===== src/rtl/ced_pkg.sv =====
// Shared types, byte codes and the named-escape lookup for the escape decoder.
package ced_pkg;

    localparam logic [7:0] CHAR_BACKSLASH = 8'h5c;
    localparam logic [7:0] CHAR_QUOTE     = 8'h22;
    localparam logic [7:0] CHAR_APOS      = 8'h27;
    localparam logic [7:0] CHAR_QMARK     = 8'h3f;
    localparam logic [1:0] OCTAL_MAX_DIGITS = 2'd3;

    typedef enum logic [1:0] {
        MODE_NORMAL = 2'd0,
        MODE_ESC    = 2'd1,
        MODE_OCT    = 2'd2
    } mode_t;

    // One queue entry holds all results of one input byte.
    typedef struct packed {
        logic [7:0] byte0;
        logic       has0;
        logic [7:0] byte1;
        logic       two;
        logic       last;
    } entry_t;

    typedef struct packed {
        logic [8:0] code; // {hit, byte}
    } named_t;

    function automatic named_t named_code(input logic [7:0] b);
        named_t r;
        r.code = 9'd0;
        unique case (b)
            CHAR_APOS:      r.code = {1'b1, 8'h27};
            CHAR_QUOTE:     r.code = {1'b1, 8'h22};
            CHAR_QMARK:     r.code = {1'b1, 8'h3f};
            CHAR_BACKSLASH: r.code = {1'b1, 8'h5c};
            8'h61:          r.code = {1'b1, 8'h07};
            8'h62:          r.code = {1'b1, 8'h08};
            8'h66:          r.code = {1'b1, 8'h0c};
            8'h6e:          r.code = {1'b1, 8'h0a};
            8'h72:          r.code = {1'b1, 8'h0d};
            8'h74:          r.code = {1'b1, 8'h09};
            8'h76:          r.code = {1'b1, 8'h0b};
            default:        r.code = 9'd0;
        endcase
        return r;
    endfunction

endpackage


===== src/rtl/ced_front.sv =====
// Front end: accepts input bytes, tracks the escape state and builds queue entries.
module ced_front (
    input  logic            clk,
    input  logic            rst_n,
    input  logic            in_valid,
    input  logic [7:0]      in_byte,
    input  logic            in_last,
    input  logic            q_full,
    output logic            in_ready,
    output logic            push,
    output ced_pkg::entry_t push_entry
);

    ced_pkg::mode_t mode_reg, mode_next;
    logic [7:0]     oval_reg, oval_next;
    logic [1:0]     odig_reg, odig_next;

    logic           accept;
    logic           is_oct;
    logic [2:0]     digit;
    logic [7:0]     shifted;
    logic [1:0]     dig_inc;
    ced_pkg::named_t named;
    logic [1:0]     n;
    ced_pkg::entry_t e;

    assign in_ready = !q_full;
    assign accept   = in_valid && in_ready;
    assign is_oct   = (in_byte[7:3] == 5'b00110);
    assign digit    = in_byte[2:0];
    assign shifted  = {oval_reg[4:0], digit};
    assign dig_inc  = odig_reg + 2'd1;
    assign named    = ced_pkg::named_code(in_byte);

    always_comb
    begin
        logic plain;
        plain     = 1'b0;
        mode_next = mode_reg;
        oval_next = oval_reg;
        odig_next = odig_reg;
        n         = 2'd0;
        e         = '0;

        unique case (mode_reg)
            ced_pkg::MODE_ESC:
            begin
                if (named.code[8])
                begin
                    e.byte0   = named.code[7:0];
                    e.has0    = 1'b1;
                    n         = 2'd1;
                    mode_next = ced_pkg::MODE_NORMAL;
                end
                else if (is_oct)
                begin
                    mode_next = ced_pkg::MODE_OCT;
                    oval_next = {5'd0, digit};
                    odig_next = 2'd1;
                end
                else
                begin
                    plain = 1'b1;
                end
            end
            ced_pkg::MODE_OCT:
            begin
                if (is_oct)
                begin
                    if (dig_inc == ced_pkg::OCTAL_MAX_DIGITS)
                    begin
                        e.byte0   = shifted;
                        e.has0    = 1'b1;
                        n         = 2'd1;
                        mode_next = ced_pkg::MODE_NORMAL;
                        oval_next = 8'd0;
                        odig_next = 2'd0;
                    end
                    else
                    begin
                        oval_next = shifted;
                        odig_next = dig_inc;
                    end
                end
                else
                begin
                    // The run's byte goes out first, then the breaking byte as text.
                    e.byte0   = oval_reg;
                    e.has0    = 1'b1;
                    n         = 2'd1;
                    oval_next = 8'd0;
                    odig_next = 2'd0;
                    plain     = 1'b1;
                end
            end
            default:
            begin
                plain = 1'b1;
            end
        endcase

        if (plain)
        begin
            mode_next = ced_pkg::MODE_NORMAL;
            if (in_byte == ced_pkg::CHAR_BACKSLASH && !in_last)
            begin
                mode_next = ced_pkg::MODE_ESC;
            end
            else if (in_byte != ced_pkg::CHAR_QUOTE)
            begin
                if (n == 2'd0)
                begin
                    e.byte0 = in_byte;
                    e.has0  = 1'b1;
                end
                else
                begin
                    e.byte1 = in_byte;
                    e.two   = 1'b1;
                end
                n = n + 2'd1;
            end
        end

        if (in_last)
        begin
            // An open octal run is flushed at the end of the stream.
            if (mode_next == ced_pkg::MODE_OCT)
            begin
                if (n == 2'd0)
                begin
                    e.byte0 = oval_next;
                    e.has0  = 1'b1;
                end
                else
                begin
                    e.byte1 = oval_next;
                    e.two   = 1'b1;
                end
                n = n + 2'd1;
            end
            e.last    = 1'b1;
            mode_next = ced_pkg::MODE_NORMAL;
            oval_next = 8'd0;
            odig_next = 2'd0;
        end
    end

    assign push       = accept && ((n != 2'd0) || in_last);
    assign push_entry = e;

    always_ff @(posedge clk or negedge rst_n)
    begin
        if (!rst_n)
        begin
            mode_reg <= ced_pkg::MODE_NORMAL;
            oval_reg <= 8'd0;
            odig_reg <= 2'd0;
        end
        else if (accept)
        begin
            mode_reg <= mode_next;
            oval_reg <= oval_next;
            odig_reg <= odig_next;
        end
    end

endmodule


===== src/rtl/ced_queue.sv =====
// Two-entry queue of decoded entries between the front and back ends.
module ced_queue (
    input  logic            clk,
    input  logic            rst_n,
    input  logic            push,
    input  ced_pkg::entry_t push_entry,
    input  logic            pop,
    output logic            full,
    output logic            not_empty,
    output ced_pkg::entry_t head
);

    ced_pkg::entry_t mem [2];
    logic       wr_ptr_reg, wr_ptr_next;
    logic       rd_ptr_reg, rd_ptr_next;
    logic [1:0] count_reg, count_next;

    assign full      = (count_reg == 2'd2);
    assign not_empty = (count_reg != 2'd0);
    assign head      = mem[rd_ptr_reg];

    always_comb
    begin
        wr_ptr_next = wr_ptr_reg ^ push;
        rd_ptr_next = rd_ptr_reg ^ pop;
        count_next  = count_reg + {1'b0, push} - {1'b0, pop};
    end

    always_ff @(posedge clk)
    begin
        if (push)
        begin
            mem[wr_ptr_reg] <= push_entry;
        end
    end

    always_ff @(posedge clk or negedge rst_n)
    begin
        if (!rst_n)
        begin
            wr_ptr_reg <= 1'b0;
            rd_ptr_reg <= 1'b0;
            count_reg  <= 2'd0;
        end
        else
        begin
            wr_ptr_reg <= wr_ptr_next;
            rd_ptr_reg <= rd_ptr_next;
            count_reg  <= count_next;
        end
    end

endmodule


===== src/rtl/ced_back.sv =====
// Back end: sends the one or two results of the queue head, one per cycle while out_ready is high.
module ced_back (
    input  logic            clk,
    input  logic            rst_n,
    input  logic            q_valid,
    input  ced_pkg::entry_t head,
    output logic            pop,
    output logic            out_valid,
    input  logic            out_ready,
    output logic [7:0]      out_byte,
    output logic            out_has,
    output logic            out_last
);

    logic second_reg, second_next;
    logic fire;
    logic final_one;

    assign out_valid = q_valid;
    assign fire      = out_valid && out_ready;
    assign final_one = second_reg || !head.two;
    assign pop       = fire && final_one;

    assign out_byte = second_reg ? head.byte1 : head.byte0;
    assign out_has  = second_reg ? 1'b1 : head.has0;
    assign out_last = head.last && final_one;

    always_comb
    begin
        second_next = second_reg;
        if (fire)
        begin
            second_next = !final_one;
        end
    end

    always_ff @(posedge clk or negedge rst_n)
    begin
        if (!rst_n)
        begin
            second_reg <= 1'b0;
        end
        else
        begin
            second_reg <= second_next;
        end
    end

endmodule


===== src/rtl/c_escape_sequence_decoder.sv =====
// Top level of the C-style escape decoder: front end, queue and back end.
// One input byte is accepted per cycle while the two-entry queue has room, and one
// result leaves per cycle while the sink is ready; a byte that yields two results (an
// octal run broken by a byte that is itself emitted) sends them one after the other,
// which can fill the queue and so hold off the input.
// A result is written into the queue when its byte is accepted. Results without data
// (has_data low in tuser) only appear as the last result of a stream.
module c_escape_sequence_decoder (
    input  logic       clk,
    input  logic       rst_n,
    input  logic       s_tvalid,
    output logic       s_tready,
    input  logic [7:0] s_tdata,  // [7:0] in_byte
    input  logic       s_tlast,  // in_last
    output logic       m_tvalid,
    input  logic       m_tready,
    output logic [7:0] m_tdata,  // [7:0] out_byte
    output logic       m_tuser,  // [0] has_data
    output logic       m_tlast   // out_last
);

    logic            q_full;
    logic            q_valid;
    logic            push;
    logic            pop;
    ced_pkg::entry_t push_entry;
    ced_pkg::entry_t head;

    ced_front u_front (
        .clk        (clk),
        .rst_n      (rst_n),
        .in_valid   (s_tvalid),
        .in_byte    (s_tdata),
        .in_last    (s_tlast),
        .q_full     (q_full),
        .in_ready   (s_tready),
        .push       (push),
        .push_entry (push_entry)
    );

    ced_queue u_queue (
        .clk        (clk),
        .rst_n      (rst_n),
        .push       (push),
        .push_entry (push_entry),
        .pop        (pop),
        .full       (q_full),
        .not_empty  (q_valid),
        .head       (head)
    );

    ced_back u_back (
        .clk       (clk),
        .rst_n     (rst_n),
        .q_valid   (q_valid),
        .head      (head),
        .pop       (pop),
        .out_valid (m_tvalid),
        .out_ready (m_tready),
        .out_byte  (m_tdata),
        .out_has   (m_tuser),
        .out_last  (m_tlast)
    );

endmodule


===== config.mk =====
export PLATFORM = sky130hd
export DESIGN_NAME = c_escape_sequence_decoder
export DESIGN_NICKNAME = d
export VERILOG_FILES = /design/src/rtl/ced_pkg.sv /design/src/rtl/ced_front.sv /design/src/rtl/ced_queue.sv /design/src/rtl/ced_back.sv /design/src/rtl/c_escape_sequence_decoder.sv
export SDC_FILE = /design/constraint.sdc
export NUM_CORES = 1
export LEC_CHECK = 0
export BUFFER_PORTS_ARGS = -buffer_cell sky130_fd_sc_hd__buf_2
export CORE_AREA = 3 3 82 84
export CTS_BUF_LIST = sky130_fd_sc_hd__clkbuf_2
export DETAILED_ROUTE_END_ITERATION = 12
export DIE_AREA = 0 0 85 87
export GPL_TIMING_DRIVEN = 0
export PLACE_DENSITY = 0.74
export SYNTH_ARGS = -nofsm -noshare
export SYNTH_HDL_FRONTEND = slang
export SYNTH_SLANG_ARGS = --single-unit

===== constraint.sdc =====
create_clock -name clk -period 3.02 [get_ports clk]
set_input_delay 0.302 -clock clk [delete_from_list [all_inputs] [get_ports clk]]
set_output_delay 0.302 -clock clk [all_outputs]
set_load 0.02 [all_outputs]

==> impl_metrics.json <==
{
  "vias": 2598,
  "powerDensity_mw_per_mm2": 582.5,
  "switching_share_pct": 36.41,
  "synthFlopType": "edfxtp_1",
  "drive_above_1_share_pct": 26.79,
  "clockBufferDepth": 2,
  "seqPwrFrac_pct": 47.4,
  "die_h_um": 87,
  "syn-instance-count": 300,
  "drtPass1Iterations": 5,
  "cp.arrival_ps": 3180,
  "antenna_found_initial": 0,
  "r2r_cells": 14,
  "routed_wl_um": 8005,
  "grt_usage_pct": 22.40,
  "crit_cells": 14,
  "critPathKind": "flip-flop to flip-flop",
  "yosysTopAreaCell": "edfxtp_1",
  "grt_start_max_net_pins": 20,
  "hold_violations": 0,
  "largest_reg_flops": 38,
  "p_comb_share_pct": 38.0,
  "clkPwrFrac_pct": 14.6,
  "worst_clock_skew_ps": 38.47,
  "end_kind": "flip-flop",
  "critical_path_required_ps": 3240,
  "critPathLaunchType": "flip-flop",
  "grt_pass1_wl_um": 12900,
  "critPathBufInv": 5,
  "p_leak_nw": 1.354,
  "seq_area_frac_synth_pct": 47.03,
  "status": "finished clean",
  "core_area_mm2": 0.005991,
  "ant_nets": 0,
  "io_pins": 25,
  "synthArstFlopShare_pct": 30.91,
  "ys_types": 63,
  "cts-root-buf": "clkbuf_2",
  "drc": 0,
  "hp-start": "m_tready",
  "gp_congestion": 0.9339,
  "cp_slowest_cell": "dfrtp_1",
  "path_clk_slew_ps": 320,
  "syn-cell-area_mm2": 0.003331,
  "dieWidth_um": 85,
  "clk_latency_ps": 480,
  "r2r_start": "u_front.mode_reg[0]",
  "synth.area.top_cells": "edfxtp_1, dfrtp_1, mux4_2",
  "placed_area_mm2": 0.003530,
  "max_freq_mhz": 337.8,
  "synth_common_cells": "edfxtp_1, nand2_1, a21oi_1",
  "hold_end": "u_back.second_reg",
  "die_area_mm2": 0.007395,
  "max_slew_margin_pct": 46.96,
  "final_area_mm2": 0.003715,
  "slowest_delay_ps": 470,
  "htree_levels": 2,
  "wl_per_cell_um": 19.48,
  "max_cap_viol_count": 0,
  "yosysMostFrequentCell": "edfxtp_1",
  "p_switching_mw": 0.7880,
  "rsz0062_at_grt": "yes",
  "layout_min_cycle_time_ps": 2960,
  "core.rowCount": 28,
  "fin_setup_tns_ps": 0,
  "layout.nets": 357,
  "cts.sinks": 55,
  "ys_warn_count": 0,
  "viasPerCell": 6.321,
  "r2r_end": "u_queue.mem[0][13]",
  "ir_worst_vdd_mv": 0.3592,
  "cts_tree": "built",
  "p_int_mw": 1.376,
  "post-route-period-util_pct": 98.01,
  "finalSetupViolCount": 0,
  "reg2reg_slack_ps": 60,
  "synth-edff-count": 38,
  "crit_family": "compound AO/OA/AOI/OAI gates",
  "tightest_slew_ps": 793.6,
  "grt_pass1_vias": 2478,
  "crit_chain": "inv_1 > ha_1 > buf_6 > o31ai_2 > a21o_1 > a31o_1 > buf_6 > a2111oi_4 > inv_2 > ha_2 > o211ai_1 > inv_1 > a31o_2 > o2bb2ai_1",
  "dp_hpwl_um": 5750,
  "slew_violations": 0,
  "drt_iter0_drc": 220,
  "cp_max_fo": 10,
  "grt-ovfl-total": 0,
  "syn_area_per_cell_um2": 11.10,
  "syn-num-nets": 322,
  "area_growth_pct": 11.53,
  "hp-class": "input pin to flip-flop",
  "synth-seq-cells": 55,
  "numPortBuffers": 21,
  "start_util_pct": 55.60,
  "worstHoldPathCells": 3,
  "netlist.area_leader.share_pct": 34.26,
  "antenna_cells": 0,
  "cts_inserted_buffers": 5
}
how the worst max path moves through the flow:
| stage | startpoint | to |
|---|---|---|
| 5_1_grt | u_front.mode_reg[0] | u_queue.mem[1][4] |
| 3_3_place_gp | s_tdata[7] | u_queue.mem[0][3] |
| 3_5_place_dp | s_tdata[7] | u_queue.mem[1][11] |
| 6_report | u_front.mode_reg[0] | u_queue.mem[0][13] |
| 4_1_cts | u_front.mode_reg[0] | u_queue.mem[1][5] |
| 2_1_floorplan | s_tdata[7] | u_queue.mem[0][0] |
cells in the final DEF (no fill, tap or decap), drive strengths merged, types with 2 or more instances in the layout:
cell         synthesis  routed
edfxtp              38      38
buf                 13      38
nand2               23      23
a21oi               18      18
dfrtp               17      17
o21ai               16      16
nor2                16      16
inv                 15      16
clkbuf              11      16
a22o                15      15
nand3               12      12
ha                   9       9
mux4                 8       8
nor3b                7       7
nand4                6       6
nor2b                5       5
a31oi                5       5
a22oi                5       5
nor3                 4       4
a21o                 4       4
nand2b               3       3
o211ai               3       3
a21boi               3       3
a31o                 3       3
or2                  2       2
xor2                 2       2
and2b                2       2
o21a                 2       2
and2                 2       2
xnor2                2       2
a32oi                2       2
a41oi                2       2
a211o                2       2
o2bb2ai              2       2
a32o                 2       2
dlygate4sd3          0       2
o22ai                2       2
a2111oi              2       2
area by class of cell:
type	count	area [um2]
fillers	481	2276
plain buffers	24	170.2
well taps	75	93.84
inverters	15	56.30
clock buffers	5	25.02
flip-flops and latches	55	1567
clock inverters	3	27.53
repair buffers	28	166.4
multi-input cells	206	1609
power groups by stage:
| stage | Clock, mW | Sequential [mW] | Combinational, mW |
|---|---|---|---|
| after floorplan | 0 | 1.02 | 0.585 |
| after global placement | 0 | 1.04 | 0.775 |
| after detailed placement | 0 | 1.05 | 0.798 |
| after CTS | 0.319 | 1.03 | 0.808 |
| after global routing | 0.357 | 1.04 | 0.898 |
| final | 0.316 | 1.03 | 0.821 |
kinds of logic (layout without fill, tap and decap cells):
family / Yosys count / count (layout) / synth area share, %
adders and majority gates: 9 / 9 / 3.381
xor gates and xnor gates: 4 / 4 / 1.052
DFF: 55 / 55 / 47.03
buffers and inverters: 39 / 75 / 6.687
muxes: 9 / 9 / 5.710
and+or+nand+nor: 90 / 90 / 15.29
AOI/OAI and AO/OA: 94 / 94 / 20.85
what timing repair did:
action                                  4_1_cts  5_1_grt
endpoints found under the setup margin       72       73
pin swaps                                     1        3
endpoints found under the hold margin        19        0
hold buffers                                  2        0
gates resized for setup                       3       14
setup buffers                                 3        1
cloned                                        0        1
per-layer routing:
metal / up-vias / global-route usage (%) / share of wire [%] / routed length (um)
met1: 1237 / 30.62 / 42 / 3377
met5: - / 0 / 0 / 0
met2: 115 / 36.23 / 48 / 3867
met4: 0 / 8.633 / 3.1 / 249
met3: 26 / 3.311 / 6.4 / 510
li1: 1220 / - / - / -
tightest hold or removal path, stage by stage:
cell and delay [ps]:
buf_2 90, a21oi_1 50, nor2_1 80
metrics by stage:
stage               setup WS [ps]  util, %  instances  hold slack, ps  power, mW
floorplan                   70.09        -        300           6.409      1.608
global placement           -573.2    58.92        396           235.7      1.813
detailed placement         -567.4    58.92        396           246.6      1.846
CTS                        -66.29    60.65        409           32.99      2.155
global route               -62.17    62.01        411           5.491      2.295
finish                      60.09    62.01        411           44.56      2.164
No activity file was read; power rests on OpenSTA's default activity.
